<file path="config.mk">
export PLATFORM = sky130hd
export DESIGN_NAME = utf8_codepoint_decoder_unit
export DESIGN_NICKNAME = d
export VERILOG_FILES = /design/src/hw/rtl/u8d_pkg.sv /design/src/hw/rtl/utf8_codepoint_decoder_unit.sv /design/src/hw/rtl/u8d_decode.sv /design/src/hw/rtl/u8d_out_queue.sv
export SDC_FILE = /design/constraint.sdc
export NUM_CORES = 1
export LEC_CHECK = 0
export BUFFER_PORTS_ARGS = -buffer_cell sky130_fd_sc_hd__buf_2
export CAP_MARGIN = 40
export CORE_UTILIZATION = 39
export DETAILED_ROUTE_END_ITERATION = 12
export GPL_TIMING_DRIVEN = 0
export PLACE_DENSITY_LB_ADDON = 0.25
export SETUP_SLACK_MARGIN = 0.2
export SYNTH_ARGS = -nofsm -noshare
export SYNTH_HDL_FRONTEND = slang
export SYNTH_SLANG_ARGS = --single-unit
export TNS_END_PERCENT = 1
</file>
<file path="constraint.sdc">
create_clock -name clk -period 10.9 [get_ports clk]
set_clock_uncertainty 0.1 [all_clocks]
set_input_delay 0.545 -clock clk [delete_from_list [all_inputs] [get_ports clk]]
set_output_delay 0.545 -clock clk [all_outputs]
set_load 0.01 [all_outputs]
</file>
<file path="src/hw/rtl/u8d_pkg.sv">
// Shared types and constants for the UTF-8 code point decoder.
// No dependencies; used by every module under hw/rtl.

package u8d_pkg;

  localparam int ByteW   = 8;
  localparam int CodeW   = 21;
  localparam int PendW   = 2;
  localparam int QDepth  = 3;
  localparam int QCountW = 2;

  // Top two bits of a continuation byte
  localparam logic [1:0] ContTag = 2'b10;
  // Replacement character '?'
  localparam logic [CodeW-1:0] Replacement = 21'h00003F;

  typedef logic [CodeW-1:0] code_t;
  typedef logic [PendW-1:0] pend_t;

  typedef struct packed {
    code_t code_point;
    logic  malformed;
    logic  end_of_text;
    logic  last;
  } u8d_result_t;

  // Results produced by one accepted byte: zero, one or two
  typedef struct packed {
    logic [1:0]  count;
    u8d_result_t first;
    u8d_result_t second;
  } u8d_push_t;

endpackage

</file>
<file path="src/hw/rtl/utf8_codepoint_decoder_unit.sv">
// Top level of the UTF-8 code point decoder: byte decoder feeding a result queue.
// Depends on u8d_pkg, u8d_decode and u8d_out_queue.

// Takes one UTF-8 byte per transfer on text_byte and returns decoded code points,
// one result item per transfer out. A byte's results are in the output queue the
// cycle after it is accepted. A full sequence byte, an ASCII byte or a terminator
// gives one result, a lead or inner continuation byte gives none, and a byte that
// breaks an open sequence gives '?' with malformed set, then the byte's own result
// if it has one; last marks the final result of a byte. The three-entry output
// queue takes a byte whenever it holds at most one result, so with the output
// side draining, one byte per cycle is sustained and only a two-result byte
// stalls the input. A zero byte yields code point 0 with end_of_text.

module utf8_codepoint_decoder_unit (
  input  logic                          clk,
  input  logic                          rst,
  input  logic                          in_valid,
  output logic                          in_stall,
  input  logic [u8d_pkg::ByteW-1:0]     text_byte,
  output logic                          out_valid,
  input  logic                          out_stall,
  output logic [u8d_pkg::CodeW-1:0]     code_point,
  output logic                          malformed,
  output logic                          end_of_text,
  output logic                          last
);

  logic                 accept;
  logic                 room;
  u8d_pkg::u8d_push_t   push;
  u8d_pkg::u8d_result_t head;

  assign in_stall = !room;
  assign accept   = in_valid && room;

  u8d_decode u_decode (
    .clk       (clk),
    .rst       (rst),
    .accept    (accept),
    .text_byte (text_byte),
    .push      (push)
  );

  u8d_out_queue u_queue (
    .clk       (clk),
    .rst       (rst),
    .push      (push),
    .room      (room),
    .out_valid (out_valid),
    .out_stall (out_stall),
    .head      (head)
  );

  assign code_point  = head.code_point;
  assign malformed   = head.malformed;
  assign end_of_text = head.end_of_text;
  assign last        = head.last;

endmodule

</file>
<file path="src/hw/rtl/u8d_decode.sv">
// Sequence state and byte decoding for the UTF-8 code point decoder.
// Depends on u8d_pkg.

module u8d_decode (
  input  logic                     clk,
  input  logic                     rst,
  input  logic                     accept,
  input  logic [u8d_pkg::ByteW-1:0] text_byte,
  output u8d_pkg::u8d_push_t       push
);

  u8d_pkg::pend_t bytes_pending, bytes_pending_next;
  u8d_pkg::code_t partial_code, partial_code_next;

  logic           is_cont;
  logic           broken;
  logic           lead_emits;
  u8d_pkg::u8d_result_t lead_res;
  u8d_pkg::pend_t lead_pend;
  u8d_pkg::code_t lead_code;
  u8d_pkg::code_t shifted;

  assign is_cont = (text_byte[7:6] == u8d_pkg::ContTag);
  assign broken  = (bytes_pending != '0) && !is_cont;
  assign shifted = {partial_code[u8d_pkg::CodeW-7:0], text_byte[5:0]};

  // Handle the byte as the start of something new
  always_comb begin
    lead_emits = 1'b0;
    lead_res   = '{code_point: '0, malformed: 1'b0, end_of_text: 1'b0, last: 1'b1};
    lead_pend  = '0;
    lead_code  = '0;
    if (text_byte == '0) begin
      lead_emits           = 1'b1;
      lead_res.end_of_text = 1'b1;
    end else if (!text_byte[7]) begin
      lead_emits          = 1'b1;
      lead_res.code_point = u8d_pkg::CodeW'(text_byte);
    end else if (text_byte[7:5] == 3'b110) begin
      lead_pend = 2'd1;
      lead_code = u8d_pkg::CodeW'(text_byte[4:0]);
    end else if (text_byte[7:4] == 4'b1110) begin
      lead_pend = 2'd2;
      lead_code = u8d_pkg::CodeW'(text_byte[3:0]);
    end else if (text_byte[7:3] == 5'b11110) begin
      lead_pend = 2'd3;
      lead_code = u8d_pkg::CodeW'(text_byte[2:0]);
    end else begin
      // stray continuation or 0xF8 and above
      lead_emits          = 1'b1;
      lead_res.code_point = u8d_pkg::Replacement;
      lead_res.malformed  = 1'b1;
    end
  end

  always_comb begin
    push               = '0;
    bytes_pending_next = bytes_pending;
    partial_code_next  = partial_code;
    if (bytes_pending != '0 && is_cont) begin
      if (bytes_pending == 2'd1) begin
        push.count        = 2'd1;
        push.first        = '{code_point: shifted, malformed: 1'b0,
                              end_of_text: 1'b0, last: 1'b1};
        bytes_pending_next = '0;
        partial_code_next  = '0;
      end else begin
        bytes_pending_next = bytes_pending - 2'd1;
        partial_code_next  = shifted;
      end
    end else begin
      bytes_pending_next = lead_pend;
      partial_code_next  = lead_code;
      if (broken) begin
        // drop the open sequence, then handle the byte as a new lead
        push.first = '{code_point: u8d_pkg::Replacement, malformed: 1'b1,
                       end_of_text: 1'b0, last: !lead_emits};
        if (lead_emits) begin
          push.count  = 2'd2;
          push.second = lead_res;
        end else begin
          push.count = 2'd1;
        end
      end else if (lead_emits) begin
        push.count = 2'd1;
        push.first = lead_res;
      end
    end
    if (!accept) begin
      push.count = '0;
    end
  end

  always_ff @(posedge clk) begin
    if (rst) begin
      bytes_pending <= '0;
      partial_code  <= '0;
    end else if (accept) begin
      bytes_pending <= bytes_pending_next;
      partial_code  <= partial_code_next;
    end
  end

  a_idle_clear: assert property (@(posedge clk) disable iff (rst)
    bytes_pending == '0 |-> partial_code == '0)
    else $error("partial code not cleared with no sequence open");

  a_two_needs_open: assert property (@(posedge clk) disable iff (rst)
    push.count == 2'd2 |-> bytes_pending != '0 && push.first.malformed)
    else $error("two results without a broken sequence");

  a_count_range: assert property (@(posedge clk) disable iff (rst)
    push.count != 2'd3)
    else $error("more than two results for one byte");

  a_first_last: assert property (@(posedge clk) disable iff (rst)
    push.count == 2'd2 |-> !push.first.last && push.second.last)
    else $error("last flag misplaced on a two-result byte");

endmodule

</file>
<file path="src/hw/rtl/u8d_out_queue.sv">
// Three-entry result queue with head at entry 0; parts the decoder from the output.
// Depends on u8d_pkg.

module u8d_out_queue (
  input  logic               clk,
  input  logic               rst,
  input  u8d_pkg::u8d_push_t push,
  output logic               room,
  output logic               out_valid,
  input  logic               out_stall,
  output u8d_pkg::u8d_result_t head
);

  u8d_pkg::u8d_result_t entry      [u8d_pkg::QDepth];
  u8d_pkg::u8d_result_t entry_next [u8d_pkg::QDepth];
  logic [u8d_pkg::QCountW-1:0] count, count_next;
  logic [u8d_pkg::QCountW-1:0] count_popped;
  logic pop;

  assign pop       = (count != '0) && !out_stall;
  assign out_valid = (count != '0);
  assign head      = entry[0];
  // Registered count keeps stall off any combinational path
  assign room      = (count <= 2'd1);

  assign count_popped = count - {1'b0, pop};
  assign count_next   = count_popped + push.count;

  always_comb begin
    for (int i = 0; i < u8d_pkg::QDepth; i++) begin
      // shift toward the head on a transfer out
      if (pop && i < u8d_pkg::QDepth - 1) begin
        entry_next[i] = entry[i+1];
      end else begin
        entry_next[i] = entry[i];
      end
      if (push.count != '0 && u8d_pkg::QCountW'(i) == count_popped) begin
        entry_next[i] = push.first;
      end else if (push.count == 2'd2 &&
                   u8d_pkg::QCountW'(i) == count_popped + 2'd1) begin
        entry_next[i] = push.second;
      end
    end
  end

  always_ff @(posedge clk) begin
    if (rst) begin
      count <= '0;
    end else begin
      count <= count_next;
    end
  end

  always_ff @(posedge clk) begin
    for (int i = 0; i < u8d_pkg::QDepth; i++) begin
      entry[i] <= entry_next[i];
    end
  end

  a_push_has_room: assert property (@(posedge clk) disable iff (rst)
    push.count != '0 |-> room)
    else $error("push into a full queue");

  a_count_track: assert property (@(posedge clk) disable iff (rst)
    1'b1 |=> count == $past(count) - {1'b0, $past(pop)} + $past(push.count))
    else $error("queue count out of step");

  a_head_hold: assert property (@(posedge clk) disable iff (rst)
    out_valid && out_stall |=> $stable(head))
    else $error("held result changed");

endmodule
</file>
# After elaboration in Yosys (flattened, before gate mapping)
# Memories as Yosys holds them, arrays and structs flattened.
# Index checks and enable logic that the tools add are counted.
# totals
ff_bits	19
ramBits	72
input_bits	12
output_inout_bits	26
word_cells	82
mem_count	1
# memory_table
memory	words	width	rd	rd_clocked_by_memory_dff	write_ports	line_no	text
u_queue.entry	3	24	3	0	3	u8d_out_queue.sv:14	u8d_pkg::u8d_result_t entry [u8d_pkg::QDepth];
# op_classes
addsub	4
magnitude_cmp	1
n_eq_ne	10
mux	43
n_reduce_logical	20
# op_table
cell	count
$mux W24	11
$mux W22	3
$mux W15	4
$mux W26	2
$mux W25	2
$mux W21	1
$mux W2	9
$logic_and A1 B1 Y1	10
$logic_not A8 Y1	1
$mux W1	7
$mux W7	1
$reduce_bool A2 Y1	3
$eq A5 B5 Y1 const B	1
$mux W5	1
$eq A1 B2 Y1 const A	2
$eq A2 B2 Y1 const A	2
$eq A2 B2 Y1 const B	2
$eq A4 B4 Y1 const B	1
$logic_not A1 Y1	4
$logic_not A2 Y1	2
$mux W4	1
$eq A3 B3 Y1 const B	1
$mux W3	1
$add A2 B1 Y2 const B	1
5 further kinds	5

# Logic depth before layout (Yosys ltp)
# logic_depth
word_depth	14
depth_mapped	12

# Cells and area by module
# Synthesis repeated with hierarchy kept, for this count alone.
# unflattened
hier_cells	574
hier_area_um2	5511.5
# by_module_without_submodules
module	n_inst	cells_each	area_per_inst_um2	seq_area_each_um2
u8d_out_queue	1	398	4175.3	2202.1
u8d_decode	1	174	1326.3	340.3
utf8_codepoint_decoder_unit	1	2	10.0	0.0

# Worst setup path after synthesis
# OpenSTA, ideal clock, no wires.
# synth_timing
path_kind	reg-to-reg
start	register, netlist name u_decode.bytes_pending[0]
end	memory u_queue.entry[0][48] in the netlist's numbering, enable pin
setup_ps	405
arrival_ps	3082
required_ps	10395
setup_slack_ps	7314
path_stages_with_launch	11
synth_period_minus_slack_ps	3586
cell_sequence	dfxtp_1 -> inv_1 -> ha_1 -> buf_2 -> buf_1 -> a21oi_1 -> ha_1 -> or3b_1 -> nor3_1 -> a31oi_1 -> nor2_1
# synth_rtl
element	line_no
end: declaration	u8d_out_queue.sv:14

==> metrics.yaml <==
critPathMostFrequentCell: "ha_1"
cp-start-kind: "register"
tightest_slew_ps: 592.3
end_kind: "register"
grt_pass1_wl_um: 16350
fin_setup_tns_ps: 0
ant_nets: 0
yosysTopAreaCell: "edfxtp_1"
die_h_um: 112.4
path_max_fanout: 18
wl_um: 10050
grt_pass1_vias: 3127
arrival_ps: 3970
core_area_um2: 11660
hpwl_um: 7442
highest_layer: "met4"
ys.flop_type: "edfxtp_1"
grt_max_degree: 21
slowest_delay_ps: 500
worst-path-buf-inv: 5
path_delay_family: "buffers and inverters"
final_cell_count_no_fill: 653
synth_area_um2: 4750
worst-path-stages: 11
place_congestion: 0.8884
synthTopCellsByArea: "edfxtp_1 (46%), dfxtp_1 (8.0%), mux2i_1 (6.5%)"
drcViolationCount: 0
clock-root-buffer: "clkbuf_16"
period_share_pct: 36.33
drive_gt1_share_pct: 20.98
grt_setup_unrepaired: "false"
wl_met2_um: 4577
synth_fp_nets: 476
port_buffers: 32
synth_edf_count: 72
route.met3.wl_um: 454
cts_max_level: 3
drv_cap: 0
worst-setup-path-type: "reg2reg"
finalCriticalPeriod_ps: 3960
wl_per_cell_um: 15.40
yosys_warnings: 0
hp-class: "reg2reg"
drt_iter0_markers: 254
clock_latency_ps: 350
grt_overflow: 0
synthCells: 459
hold_viol: 0
cts_tree: "built"
antenna_found_initial: 0
final_common_cell: "edfxtp_1"
ys_ff_latch: 91
clkSinkCount: 91
cp_cell_sequence: "inv_1 > ha_1 > buf_2 > buf_1 > a21oi_1 > ha_1 > or2_2 > o211ai_2 > clkbuf_1 > nand3b_1 > buf_16"
synthToLayoutAreaGrowth_pct: 15.38
pin_count: 38
syn_area_per_cell_um2: 10.35
p_per_area_nw_per_um2: 227.0
fmax_mhz: 252.5
drv_slew: 0
async_flop_share_pct: 0
ir_drop_uv: 125.7
met1Wirelength_um: 4832
synth.distinct_cells: 53
rrSetupSlack_ps: 6940
hold_buffers: 0
maxSlewHeadroom_pct: 60.27
cts_made_buffers: 9
clock_path_buffers: 2
diodes: 0
cts_resized: 0
vias_per_cell: 5.245
core.rowCount: 39
final_nets: 522
p_leak_uw: 0.002054
num_vias: 3425
drt_first_pass_iters: 5
post-cts-setup-buffers: 0
die_x_um: 112.4
start_util_pct: 40.73
final_cell_mix: "edfxtp_1 (72), buf_2 (47), nand2_1 (46)"
dieArea_um2: 12620
dp.cells: 637
ys_seq_area_share_pct: 53.53
hold_depth: 2
path_clk_slew_ps: 70
reg2regPathDepth: 11
cp_slowest_cell: "nand3b_1"
grt_usage_pct: 16.77
status: "finished clean"
synth_top_area_share_pct: 45.52
setup_violations: 0
cp.required_ps: 10910
-- synthesized netlist by cell type (13+ instances only) --
cell       n
a21oi_1   16
buf_2     15
buf_4     26
clkbuf_1  13
dfxtp_1   19
edfxtp_1  72
inv_1     29
mux2i_1   31
nand2_1   46
nand3_1   24
nor2_1    40
o21ai_1   18
o22ai_1   15
-- cell families (layout without fill, tap and decap cells) --
kind of cell / after synthesis / after routing / synth area share (%)
xor gates and xnor gates: 3 / 3 / 0.5533
adders and majority gates: 5 / 5 / 1.317
buffers and inverters: 88 / 139 / 9.721
and+or+nand+nor: 143 / 143 / 15.04
muxes: 32 / 32 / 6.770
AOI/OAI and AO/OA: 97 / 97 / 13.07
DFF: 91 / 91 / 53.53
-- worst register-to-register path: stages (launching register included) --
cell      delay (ps)
dfxtp_1          380
inv_1             60
ha_1             180
buf_2            170
buf_1            240
a21oi_1          330
ha_1             360
or2_2            340
o211ai_2         290
clkbuf_1         430
nand3b_1         500
buf_16           330
-- power breakdown --
part	internal (uW)	switching (uW)
logic	183	219
clock network	163	150
registers	505	23.1
total	852	392
-- state kept, by name, summed over array words and instances, names as in the netlist --
register and count:
u_queue.count 2, u_decode.bytes_pending 2, u_decode.partial_code 15, u_queue.entry 72
-- worst paths after layout --
path / start / endpoint
max reg2reg: u_decode.bytes_pending[0] / u_queue.entry[0][31]
max: u_decode.bytes_pending[0] / u_queue.entry[0][31]
min reg2reg: u_decode.bytes_pending[1] / u_decode.bytes_pending[1]
min: u_decode.bytes_pending[1] / u_decode.bytes_pending[1]
-- metrics by stage --
stage | setup slack, ps | hold slack [ps] | area (um^2) | util (%) | total power (uW)
6_report | 6940 | 363.8 | 5480 | 46.99 | 1244
3_5_place_dp | 6942 | 349.2 | 5174 | 44.36 | 942.3
3_3_place_gp | 6546 | 346.3 | 5089 | 43.63 | 908.0
2_1_floorplan | 7314 | 336.3 | 4750 | - | 807.8
4_1_cts | 6930 | 358.8 | 5480 | 46.99 | 1251
5_1_grt | 6660 | 374.4 | 5480 | 46.99 | 1304
-- area by class of cell --
cell class	instances	area, um^2
multi-input combinational	280	1748
clock inverter	7	81.33
clock buffer	9	225.2
fill	1097	6182
sequential	91	2542
timing repair buffer	35	242.7
inverter	29	108.9
tap	143	178.9
buffer	59	352.8
-- metal layers --
layer	GRT usage (%)	vias to the layer above
li1	-	1715
met2	26.58	86
met4	6.222	0
met1	23.10	1607
met5	0	-
met3	2.916	17
No activity file was read; power rests on OpenSTA's default activity.
